`config.mk`:
```
export PLATFORM = sky130hd
export DESIGN_NAME = multilevel_page_table_walker
export DESIGN_NICKNAME = d
export VERILOG_FILES = /design/src/mptw_pkg.sv /design/src/mptw_step.sv /design/src/multilevel_page_table_walker.sv
export SDC_FILE = /design/constraint.sdc
export NUM_CORES = 1
export LEC_CHECK = 0
export BUFFER_PORTS_ARGS = -buffer_cell sky130_fd_sc_hd__buf_4
export CORE_MARGIN = 4
export CORE_UTILIZATION = 25
export CTS_BUF_LIST = sky130_fd_sc_hd__clkbuf_4
export CTS_CLUSTER_DIAMETER = 100
export CTS_CLUSTER_SIZE = 12
export DETAILED_ROUTE_END_ITERATION = 12
export SLEW_MARGIN = 20
export SYNTH_ARGS = -nofsm -noshare
export SYNTH_HDL_FRONTEND = slang
export SYNTH_SLANG_ARGS = --single-unit
```
`constraint.sdc`:
```
create_clock -name clk_i -period 4.5 [get_ports clk_i]
set_input_delay 0.9 -clock clk_i [delete_from_list [all_inputs] [get_ports clk_i]]
set_output_delay 0.9 -clock clk_i [all_outputs]
set_load 0.03 [all_outputs]
```
`src/mptw_pkg.sv`:
```
// shared constants, types and address helper for the page table walker
package mptw_pkg;

  localparam int unsigned LEVELS      = 2;
  localparam int unsigned PAGE_SHIFT  = 12;
  localparam int unsigned INDEX_BITS  = 9;
  localparam int unsigned ENTRY_SHIFT = 3;

  localparam int unsigned VA_W     = 48;
  localparam int unsigned ADDR_W   = 64;
  localparam int unsigned RIGHTS_W = 4;
  localparam int unsigned LVL_W    = 3;
  localparam int unsigned KIND_W   = 2;
  localparam int unsigned SHIFT_W  = 7;

  localparam int unsigned RIGHT_INTERN_BIT = 3;

  typedef enum logic [KIND_W-1:0] {
    KIND_READ   = 2'd0,
    KIND_DONE   = 2'd1,
    KIND_FAULT  = 2'd2,
    KIND_REJECT = 2'd3
  } kind_e;

  typedef enum logic {
    REQ_START = 1'b0,
    REQ_PTE   = 1'b1
  } req_e;

  typedef struct packed {
    logic                req_type;
    logic [VA_W-1:0]     virt_addr;
    logic [RIGHTS_W-1:0] access_rights;
    logic [ADDR_W-1:0]   pte_word;
  } item_t;

  typedef struct packed {
    logic                busy;
    logic [LVL_W-1:0]    level;
    logic [VA_W-1:0]     virt;
    logic [RIGHTS_W-1:0] rights;
  } walk_state_t;

  typedef struct packed {
    kind_e               kind;
    logic [ADDR_W-1:0]   mem_addr;
    logic [LVL_W-1:0]    level;
    logic [ADDR_W-1:0]   phys_addr;
    logic [ADDR_W-1:0]   page_base;
    logic [RIGHTS_W-1:0] flags;
  } result_t;

  // table base plus index field of the given level scaled to entry size
  function automatic logic [ADDR_W-1:0] entry_addr(logic [ADDR_W-1:0] table_base,
                                                    logic [VA_W-1:0]   virt,
                                                    logic [LVL_W-1:0]  level);
    logic [SHIFT_W-1:0]    sh;
    logic [ADDR_W-1:0]     v64;
    logic [INDEX_BITS-1:0] idx;
    sh  = SHIFT_W'(PAGE_SHIFT) + SHIFT_W'(level) * SHIFT_W'(INDEX_BITS);
    v64 = ADDR_W'(virt);
    idx = INDEX_BITS'(v64 >> sh);
    return table_base + (ADDR_W'(idx) << ENTRY_SHIFT);
  endfunction

endpackage

```
`src/mptw_step.sv`:
```
// one walk step: checks an item against the walk state, gives result and next state
module mptw_step (
  input  mptw_pkg::item_t       item_i,
  input  mptw_pkg::walk_state_t state_i,
  input  logic [63:0]           root_addr_i,
  output mptw_pkg::walk_state_t state_o,
  output mptw_pkg::result_t     result_o
);
  import mptw_pkg::*;

  logic [RIGHTS_W-1:0] flags;
  logic [RIGHTS_W-1:0] need;
  logic [ADDR_W-1:0]   base;
  logic [ADDR_W-1:0]   offset;
  logic [LVL_W-1:0]    next_level;
  logic                last;

  always_comb begin
    flags      = item_i.pte_word[RIGHTS_W-1:0];
    base       = {item_i.pte_word[ADDR_W-1:PAGE_SHIFT], {PAGE_SHIFT{1'b0}}};
    offset     = ADDR_W'(state_i.virt[PAGE_SHIFT-1:0]);
    last       = (state_i.level == '0);
    next_level = state_i.level - LVL_W'(1);
    need       = state_i.rights;
    if (!last) begin
      need[RIGHT_INTERN_BIT] = 1'b0;
    end
  end

  always_comb begin
    state_o  = state_i;
    result_o = '{kind: KIND_REJECT, default: '0};
    if (item_i.req_type == REQ_START) begin
      if (!state_i.busy) begin
        state_o.busy   = 1'b1;
        state_o.level  = LVL_W'(LEVELS - 1);
        state_o.virt   = item_i.virt_addr;
        state_o.rights = item_i.access_rights;
        result_o.kind  = KIND_READ;
        result_o.level = LVL_W'(LEVELS - 1);
        result_o.mem_addr = entry_addr(root_addr_i, item_i.virt_addr, LVL_W'(LEVELS - 1));
      end
    end else if (state_i.busy) begin
      if ((flags & need) != need) begin
        state_o.busy   = 1'b0;
        result_o.kind  = KIND_FAULT;
        result_o.level = state_i.level;
      end else if (!last) begin
        state_o.level     = next_level;
        result_o.kind     = KIND_READ;
        result_o.level    = next_level;
        result_o.mem_addr = entry_addr(base, state_i.virt, next_level);
      end else begin
        state_o.busy       = 1'b0;
        result_o.kind      = KIND_DONE;
        result_o.phys_addr = base + offset;
        result_o.page_base = base;
        result_o.flags     = flags;
      end
    end
  end

endmodule

```
`src/multilevel_page_table_walker.sv`:
```
// radix page table walker top level: input register, step logic, result register
//
//   channel | direction | handshake               | payload
//   --------+-----------+-------------------------+----------------------------------------
//   in      | in        | in_valid_i / in_stall_o | req_type, virt_addr, access_rights, pte
//   out     | out       | out_valid_o/ out_stall_i| kind, mem_addr, level, phys, base, flags
//   cfg     | in        | cfg_we_i                | cfg_wdata_i (root table address)
//
// one item per cycle unless a result is held; items pass the input, then the result register
// the walk state is read and updated as an item moves from the input register into
// the result register, so items are handled strictly in order
// reset clears walk state, root address and both valid flags
// a held result stalls the input register; in_stall_o rises only when both are full
module multilevel_page_table_walker (
  input  logic        clk_i,
  input  logic        rst_ni,
  input  logic        cfg_we_i,
  input  logic [63:0] cfg_wdata_i,
  input  logic        in_valid_i,
  output logic        in_stall_o,
  input  logic        req_type_i,
  input  logic [47:0] virt_addr_i,
  input  logic [3:0]  access_rights_i,
  input  logic [63:0] pte_word_i,
  output logic        out_valid_o,
  input  logic        out_stall_i,
  output logic [1:0]  result_kind_o,
  output logic [63:0] mem_addr_o,
  output logic [2:0]  walk_level_o,
  output logic [63:0] phys_addr_o,
  output logic [63:0] page_base_o,
  output logic [3:0]  page_flags_o
);
  import mptw_pkg::*;

  // input stage
  logic  in_vld_q;
  logic  in_vld_d;
  item_t item_q;

  // result stage
  logic    out_vld_q;
  logic    out_vld_d;
  result_t res_q;
  result_t res_d;

  // walk state and root register
  walk_state_t st_q;
  walk_state_t st_d;
  walk_state_t st_next;
  logic [ADDR_W-1:0] root_q;

  logic advance;
  logic in_xfer;

  // item moves on when the result register is empty or being drained
  assign advance    = in_vld_q && (!out_vld_q || !out_stall_i);
  assign in_stall_o = in_vld_q && !advance;
  assign in_xfer    = in_valid_i && !in_stall_o;

  mptw_step u_step (
    .item_i      (item_q),
    .state_i     (st_q),
    .root_addr_i (root_q),
    .state_o     (st_next),
    .result_o    (res_d)
  );

  always_comb begin
    in_vld_d  = in_xfer || (in_vld_q && !advance);
    st_d      = advance ? st_next : st_q;
    out_vld_d = advance || (out_vld_q && out_stall_i);
  end

  // control state
  always_ff @(posedge clk_i or negedge rst_ni) begin
    if (!rst_ni) begin
      in_vld_q  <= 1'b0;
      out_vld_q <= 1'b0;
      st_q      <= '0;
      root_q    <= '0;
    end else begin
      in_vld_q  <= in_vld_d;
      out_vld_q <= out_vld_d;
      st_q      <= st_d;
      if (cfg_we_i) begin
        root_q <= cfg_wdata_i;
      end
    end
  end

  // payload registers
  always_ff @(posedge clk_i) begin
    if (in_xfer) begin
      item_q.req_type      <= req_type_i;
      item_q.virt_addr     <= virt_addr_i;
      item_q.access_rights <= access_rights_i;
      item_q.pte_word      <= pte_word_i;
    end
    if (advance) begin
      res_q <= res_d;
    end
  end

  assign out_valid_o   = out_vld_q;
  assign result_kind_o = res_q.kind;
  assign mem_addr_o    = res_q.mem_addr;
  assign walk_level_o  = res_q.level;
  assign phys_addr_o   = res_q.phys_addr;
  assign page_base_o   = res_q.page_base;
  assign page_flags_o  = res_q.flags;

endmodule

```
=== After elaboration in Yosys (flattened, before gate mapping) ===
Index checks and enable logic that the tools add are counted.
W data, S select, Z words.

* Register bits after elaboration: 440
* Bits of input ports: 186
* Logic and storage cells: 68
* Output and inout bits: 203

* Mux-type cells: 18
* Equality and inequality tests: 5
* Reductions and logical operators: 16
* Bitwise operators: 4
* Shift-type cells: 1
* Multipliers: 1
* Add/subtract/negate cells: 5

{| class="wikitable"
|+ Operators by type and width
! kind !! count
|-
| $mux W132 || 2
|-
| $mux W201 || 1
|-
| $add A64 B12 Y64 || 3
|-
| $mux W69 || 2
|-
| $mux W67 || 1
|-
| $mux W64 || 1
|-
| $mux W55 || 1
|-
| $shr A48 B7 Y9 || 1
|-
| $mux W3 || 3
|-
| $mux W4 || 2
|-
| $add A4 B7 Y7 const A || 1
|-
| $mul A3 B4 Y7 const B || 1
|-
| $ne A2 B2 Y1 const B || 3
|-
| $reduce_and A5 Y1 || 1
|-
| $and A4 B4 Y4 || 1
|-
| $logic_and A1 B1 Y1 || 4
|-
| $logic_not A1 Y1 || 4
|-
| $mux W1 || 4
|-
| $ne A4 B4 Y1 || 1
|-
| $reduce_or A4 Y1 || 1
|-
| $logic_not A3 Y1 || 1
|-
| $logic_or A1 B1 Y1 || 3
|-
| $not A1 Y1 || 3
|-
| $reduce_and A3 Y1 || 1
|-
| 4 further kinds || 4
|}

=== Depth between registers and ports, before layout ===
Gate-level depths: netlist of the first run.

* Word-level depth: 9
* Depth in mapped cells: 18
* Depth with buffers taken out: 13

=== Modules after synthesis ===
Synthesis of the first run repeated with hierarchy kept, for this count alone.

* Cells, all modules: 1,552
* Area total of the unflattened synthesis: 20,495.9 um2

{| class="wikitable"
|+ By module, submodules not included
! module !! cells an instance !! area each (um2) !! instances !! sequential area each (um2)
|-
| multilevel_page_table_walker || 579 || 14,231.1 || 1 || 12,602.1
|-
| mptw_step || 973 || 6,264.8 || 1 || 0.0
|}

=== Least setup slack after synthesis of the first run ===
OpenSTA, ideal clock, no wires.

* Path type: input to register
* Start point: input port out_stall_i
* End point: register st_q[10] (netlist name)
* Stages: 6
* Arrival: 5.081 ns
* Buffers on the path: 1
* Path slack: -0.705 ns
* Required time: 4.375 ns
* Library setup time: 0.125 ns
* Cell sequence: nand2_1 -> nand2_1 -> inv_1 -> nand2_1 -> clkbuf_1 -> mux2_2

* Word-level cells in the longest chain between the ends: 4

{| class="wikitable"
|+ Ends and longest elaborated chain
! item !! line !! text
|-
| from (decl) || multilevel_page_table_walker.sv:26 || <nowiki>input logic out_stall_i,</nowiki>
|-
| $logic_not A1 Y1 || multilevel_page_table_walker.sv:57 || <nowiki>assign advance = in_vld_q && (!out_vld_q || !out_stall_i);</nowiki>
|-
| $logic_or A1 B1 Y1 || multilevel_page_table_walker.sv:57 ||
|-
| $logic_and A1 B1 Y1 || multilevel_page_table_walker.sv:57 ||
|-
| via advance || multilevel_page_table_walker.sv:53 || <nowiki>logic advance;</nowiki>
|-
| $reduce_and A3 Y1 (no line) || n/a ||
|-
| to (signal assigned) || multilevel_page_table_walker.sv:85 || <nowiki>st_q <= st_d;</nowiki>
|-
| to (decl) || multilevel_page_table_walker.sv:48 || <nowiki>walk_state_t st_q;</nowiki>
|}

The timed path passes the listed nets, and every way through them passes these cells.
A chain may end at the register's enable or synchronous reset.

==> results of run 1 <==
==> area by class of cell <==
class | count | area [sq um]
sequential | 368 | 10400
inverter | 18 | 71.3
multi-input combinational | 771 | 6280
tap | 931 | 1160
clock inverter | 9 | 87.6
timing repair buffer | 383 | 2900
clock buffer | 62 | 465
fill | 6998 | 47500
antenna | 2 | 5.00
==> sequential cells by signal, summed over array words and instances, names as in the netlist <==
register       count
in_vld_q           1
item_q           109
mem_addr_o        64
out_valid_o        1
page_flags_o       4
phys_addr_o       64
result_kind_o      2
root_q            64
st_q              56
walk_level_o       3
==> through the flow <==
stage          util (%)  instance area, sq um  hold WS (ps)  setup slack, ps  power (mW)
2_1_floorplan         -                 17500           449              120        8.45
3_3_place_gp       30.3                 20900           463             1220        10.0
3_5_place_dp       30.3                 20900           464             1190        10.1
4_1_cts            31.1                 21400          27.6             1150        12.1
5_1_grt            31.1                 21400          66.8              848        12.7
6_report           31.1                 21400           103             1150        11.9
==> per-layer routing <==
layer,part of all wire [%],vias to the layer above
met1,42,5850
met2,49,378
met5,0.024,-
met4,2.3,2
met3,6.0,64
li1,-,5304
==> cell usage in the layout (no fill, tap or decap), types with 4 or more instances in the layout <==
master,count
buf_4,380
edfxtp_1,246
dfrtp_1,121
mux2_2,114
nand2_1,103
and2_1,77
clkbuf_4,62
o21ai_0,51
xnor2_1,44
mux4_2,42
nor2_1,31
mux2i_1,27
a21oi_1,26
nand3_1,23
nand4_1,21
nor3_1,20
o21ai_1,20
inv_1,15
ha_1,15
conb_1,12
a211oi_1,9
xor2_1,9
a2111oi_2,8
nor2b_1,7
a22o_1,7
a22oi_1,7
o211ai_1,6
nand2b_1,5
nor4_2,5
nor4_1,5
a21o_1,4
a211o_1,4
or3_1,4
a31oi_1,4
==> power by group <==
| group | internal [mW] | switching (mW) | leakage (nW) | total (mW) |
|---|---|---|---|---|
| sequential | 4.25 | 0.527 | 3.85 | 4.77 |
| clock | 0.703 | 1.22 | 0.331 | 1.92 |
| combinational | 2.28 | 2.93 | 4.02 | 5.21 |
==> worst max path at each step <==
stage / startpoint / end / slack, ps
after detailed placement: st_q[52]$_DFFE_PN0P_ / mem_addr_o[7]$_DFFE_PP_ / 1190
final: st_q[52]$_DFFE_PN0P_ / mem_addr_o[7]$_DFFE_PP_ / 1150
after floorplan: out_stall_i / st_q[10]$_DFFE_PN0P_ / 120
after global placement: st_q[52]$_DFFE_PN0P_ / mem_addr_o[7]$_DFFE_PP_ / 1220
after CTS: st_q[52]$_DFFE_PN0P_ / mem_addr_o[7]$_DFFE_PP_ / 1150
after global routing: st_q[52]$_DFFE_PN0P_ / mem_addr_o[11]$_DFFE_PP_ / 850
==> cells by family (layout without fill, tap and decap cells) <==
family | after synthesis | in the layout | synth area share [%]
AOI/OAI and AO/OA | 178 | 178 | 7.23
muxes | 183 | 183 | 14.3
buffers and inverters | 143 | 472 | 4.74
and+or+nand+nor | 327 | 327 | 10.0
adders and majority gates | 17 | 17 | 1.26
other | 1 | 14 | 0.0214
xor gates and xnor gates | 54 | 54 | 2.71
DFF | 368 | 368 | 59.7
==> impl_metrics.env, run 1 <==
export IMPL_outcome="finished clean"
export IMPL_htreeDepth=2
export IMPL_max_stage_delay_ps=590
export IMPL_setup_violations=0
export IMPL_area_growth_pct=22.5
export IMPL_route_detailed_drc=0
export IMPL_max_cap_violations=0
export IMPL_yosys_warnings=0
export IMPL_fin_crit_ps=3350
export IMPL_crit_type="reg -> reg"
export IMPL_rsz0062_at_grt="false"
export IMPL_postRouteAntennaNets=0
export IMPL_grt_use_met2_pct=23.6
export IMPL_grt_busiest_layer="met2"
export IMPL_first_global_vias=11900
export IMPL_syn_inst=1271
export IMPL_path_max_fanout=16
export IMPL_die_h_microns=272
export IMPL_required_ps=5050
export IMPL_fin_tns_setup_ps=0
export IMPL_crit_cells=12
export IMPL_cp_slowest_cell="ha_1"
export IMPL_yosys_top_cells_count="246 x edfxtp_1, 122 x dfrtp_1, 114 x mux2_2, 105 x nand2_1, 78 x and2_1"
export IMPL_gp_congestion=0.834
export IMPL_via_per_inst=4.56
export IMPL_io_pins=389
export IMPL_crit_buf_inv=3
export IMPL_wire_per_inst_microns=21.2
export IMPL_cts_setup_buffers=0
export IMPL_syn_area_sq_um=17500
export IMPL_core_sq_um=68900
export IMPL_port_buffer_count=368
export IMPL_relSlewSlack_pct=25.5
export IMPL_grt_ovfl_total=0
export IMPL_layout_drive_gt1_share_pct=40.5
export IMPL_netlist_cell_type_count=75
export IMPL_dp_cells=2471
export IMPL_grt_use_total_pct=13.9
export IMPL_synth_top_cell_by_area="edfxtp_1"
export IMPL_async_flop_share_pct=33.2
export IMPL_critical_path_most_common_cell="ha_1"
export IMPL_grt_antenna_before_repair=4
export IMPL_r2r_start="st_q[52]$_DFFE_PN0P_"
export IMPL_chipWidth_microns=272
export IMPL_fmax_ghz=0.298
export IMPL_post_dp_hpwl_microns=39700
export IMPL_crit_family="adder cells"
export IMPL_yosys_top_cells_area="edfxtp_1 42%, dfrtp_1 17%, mux2_2 7.3%"
export IMPL_grtUsageMet1_pct=18.2
export IMPL_cts_buffer_depth=3
export IMPL_post_route_period_util_pct=74.5
export IMPL_use_met3_pct=2.70
export IMPL_vias=11600
export IMPL_grt_max_degree=138
export IMPL_cts_num_sinks=368
export IMPL_crit_arrival_ps=3900
export IMPL_finClkSkew_ps=69.9
export IMPL_path_cells="inv_1, ha_1, xor2_2, inv_2, ha_1, inv_1, ha_1, nor2_1, and4_1, a32o_1, a31oi_1, o21ai_0"
export IMPL_initial_core_util_pct=25.4
export IMPL_cts_tree="done"
export IMPL_synth_top_cell_area_share_pct=42.2
export IMPL_cts_clk_slew_worst_paths_ps=160
export IMPL_cts_repair_resized=0
export IMPL_drt_initial_drc_count=754
export IMPL_ir_drop_v=0.000652
export IMPL_r2r_end="mem_addr_o[7]$_DFFE_PP_"
export IMPL_synthFlopType="edfxtp_1"
export IMPL_clock_root_buffer="clkbuf_4"
export IMPL_insertion_delay_ps=790
export IMPL_crit_path_end_kind="flip-flop"
export IMPL_power_density_nw_per_um2=556
export IMPL_grt_pass1_wl_microns=78100
export IMPL_yosys_register_bits=368
export IMPL_cts_hold_fix_buffers=0
export IMPL_synth_edf_count=246
export IMPL_num_rows=96
export IMPL_cp_start_kind="flip-flop"
export IMPL_die_area_sq_um=74200
export IMPL_yosysMostFrequentCell="edfxtp_1"
export IMPL_r2r_slack_ps=1150
export IMPL_synth_seq_area_share_pct=59.7
export IMPL_worst_slew_pin_slew_ps=1120
export IMPL_dr_pass1_iters=7
export IMPL_layoutNonFillerInstCount=2544
export IMPL_worstRegToRegCells=12
export IMPL_hp_class="in -> async"
export IMPL_nNetsFinal=1784
export IMPL_synth_avg_cell_area_sq_um=13.8
export IMPL_cts_buffers=39
export IMPL_drv_slew=0
export IMPL_drt_wl_total_microns=53900
export IMPL_hold_viol=0
export IMPL_p_leak_nw=8.20
(Power assumes the default switching activity.)
==> run 2, diff against run 1 <==
clock period = 3.2 ns   (was 4.5 ns; I/O delays follow)
==> run 2 against run 1 <==
Net effect: register-to-register slack worse by 860 ps; routed wire length is 0.59% higher; sequential cell count stayed put; via count is 5.3% higher; critical path type unchanged; largest power group unchanged.
==> impl_metrics.env, run 2 (same netlist as run 1, synthesis figures left out) <==
export IMPL_fin_crit_ps=2910
export IMPL_fmax_ghz=0.344
export IMPL_p_sw_mw=6.58
export IMPL_power_internal_mw=10.6
export IMPL_htreeDepth=2
export IMPL_grt_use_total_pct=14.1
export IMPL_max_cap_violations=0
export IMPL_crit_path_end_kind="flip-flop"
export IMPL_post_route_period_util_pct=90.9
export IMPL_post_dp_hpwl_microns=39700
export IMPL_cts_num_sinks=368
export IMPL_cts_repair_resized=0
export IMPL_grt_pass1_wl_microns=80100
export IMPL_wire_per_inst_microns=20.1
export IMPL_mostFrequentLayoutCells="393 x buf_4, 246 x edfxtp_1, 133 x dlygate4sd3_1"
export IMPL_die_h_microns=272
export IMPL_finClkSkew_ps=72.9
export IMPL_p_leak_nw=8.97
export IMPL_grt_ovfl_total=0
export IMPL_grt_antenna_before_repair=7
export IMPL_io_pins=389
export IMPL_p_total_mw=17.1
export IMPL_vias=12200
export IMPL_clock_root_buffer="clkbuf_4"
export IMPL_cts_buffers=39
export IMPL_area_growth_pct=32.2
export IMPL_hold_viol=0
export IMPL_nNetsFinal=1937
export IMPL_cts_clk_slew_worst_paths_ps=150
export IMPL_grt_use_met2_pct=24.8
export IMPL_drt_initial_drc_count=629
export IMPL_p_sw_share_pct=38.4
export IMPL_fillCellCount=6844
export IMPL_grt_max_degree=138
export IMPL_num_rows=96
export IMPL_first_global_vias=12700
export IMPL_power_density_nw_per_um2=742
export IMPL_cp_start_kind="flip-flop"
export IMPL_chipWidth_microns=272
export IMPL_cp_slowest_cell="ha_2"
export IMPL_power_share_sequential_pct=39.3
export IMPL_layoutNonFillerInstCount=2697
export IMPL_worst_slew_pin_slew_ps=991
export IMPL_path_max_fanout=15
export IMPL_drv_slew=0
export IMPL_relSlewSlack_pct=34.0
export IMPL_postRouteAntennaNets=0
export IMPL_cts_tree="done"
export IMPL_outcome="finished clean"
export IMPL_via_per_inst=4.53
export IMPL_route_detailed_drc=0
export IMPL_ir_drop_v=0.000652
export IMPL_gp_congestion=0.862
export IMPL_crit_arrival_ps=3520
export IMPL_initial_core_util_pct=25.4
export IMPL_regMostFlops="item_q"
export IMPL_max_stage_delay_ps=610
export IMPL_core_sq_um=68900
export IMPL_required_ps=3810
export IMPL_rsz0062_at_grt="false"
export IMPL_use_met3_pct=3.00
export IMPL_port_buffer_count=368
export IMPL_dr_pass1_iters=5
export IMPL_insertion_delay_ps=770
export IMPL_setup_violations=0
export IMPL_power_frac_clock_pct=15.9
export IMPL_cts_buffer_depth=3
export IMPL_grt_busiest_layer="met2"
export IMPL_hp_class="in -> reg"
export IMPL_grtUsageMet1_pct=17.7
export IMPL_critical_path_most_common_cell="ha_1"
export IMPL_path_cells="inv_1, ha_2, inv_2, ha_1, ha_1, nor3_2, nand2_1, nor2_1, o21ai_0, nand3_1"
export IMPL_largest_reg_flops=109
export IMPL_drt_wl_total_microns=54200
export IMPL_dp_cells=2491
export IMPL_crit_type="reg -> reg"
export IMPL_final_core_util_pct=33.5
export IMPL_die_area_sq_um=74200
export IMPL_final_common_cell="buf_4"
export IMPL_power_frac_comb_pct=44.7
export IMPL_layout_drive_gt1_share_pct=38.6
run 2: changes by cell type in the layout (fill, tap and decap cells not counted), moves of 2 or more:
cell / change
dlygate4sd3_1: +133
buf_4: +13
mux2_2: -11
mux2_4: +11
buf_12: +7
clkbuf_4: +2
clkinv_1: -2
inv_6: +2
inv_8: -2
nand2_1: -2
run 2: critical path: cells and delay by family (launching register included):
family / cells / cell delay (ps)
simple gates: 4 / 880
buf+inv: 2 / 160
flops: 1 / 380
compound gates: 1 / 210
fa+ha+maj: 3 / 1120
run 2: timing repair:
item | CTS | global route
endpoints found under the setup margin | 0 | 0
hold buffers | 133 | 0
buffers inserted | 0 | 0
hold endpoints to repair | 205 | 0
run 2: stage by stage:
step / hold WS [ps] / area (sq um) / setup TNS (ps) / setup slack [ps]
final: 109 / 23100 / 0 / 290
after global routing: 22.6 / 23100 / 0 / 17.3
after CTS: 1.74 / 23100 / 0 / 280
after detailed placement: 464 / 21200 / 0 / 268
after global placement: 461 / 21200 / 0 / 248
after floorplan: 344 / 17700 / -39740 / -783
run 2: layout make-up:
class	instances	area [sq um]	share of cell area [%]
diodes	2	5.00	0.0217
clock buffers	64	480	2.08
clock inverters	7	97.6	0.422
inverters	18	71.3	0.309
multi-input cells	771	6370	27.6
flip-flops and latches	368	10400	45.2
well taps	931	1160	5.04
repair buffers	536	4470	19.4
run 2: path summary, 6_finish.rpt:
kind	from	end	slack [ps]	depth (start not counted)
hold / removal	cfg_wdata_i[23]	root_q[23]$_DFFE_PN0P_	110	2
setup reg to reg	st_q[53]$_DFFE_PN0P_	mem_addr_o[6]$_DFFE_PP_	290	10
max in group asynchronous	rst_ni	st_q[17]$_DFFE_PN0P_	2020	3
hold reg to reg	item_q[77]$_DFFE_PP_	st_q[13]$_DFFE_PN0P_	480	1
min in group asynchronous	rst_ni	root_q[20]$_DFFE_PN0P_	510	2
setup / recovery	st_q[53]$_DFFE_PN0P_	mem_addr_o[6]$_DFFE_PP_	290	10
run 2: routing by layer:
metal / share of wire [%] / up-vias
met5: 0.041 / -
li1: - / 5612
met4: 2.0 / 4
met1: 42 / 6138
met3: 6.2 / 63
met2: 50 / 395
run 2: power groups by stage:
stage          sequential [mW]  clock [mW]  combinational, mW
2_1_floorplan             6.98           0               5.05
3_3_place_gp              6.82           0               7.57
3_5_place_dp              6.87           0               7.57
4_1_cts                   6.76        2.90               7.73
5_1_grt                   6.85        3.07               8.28
6_report                  6.75        2.73               7.67
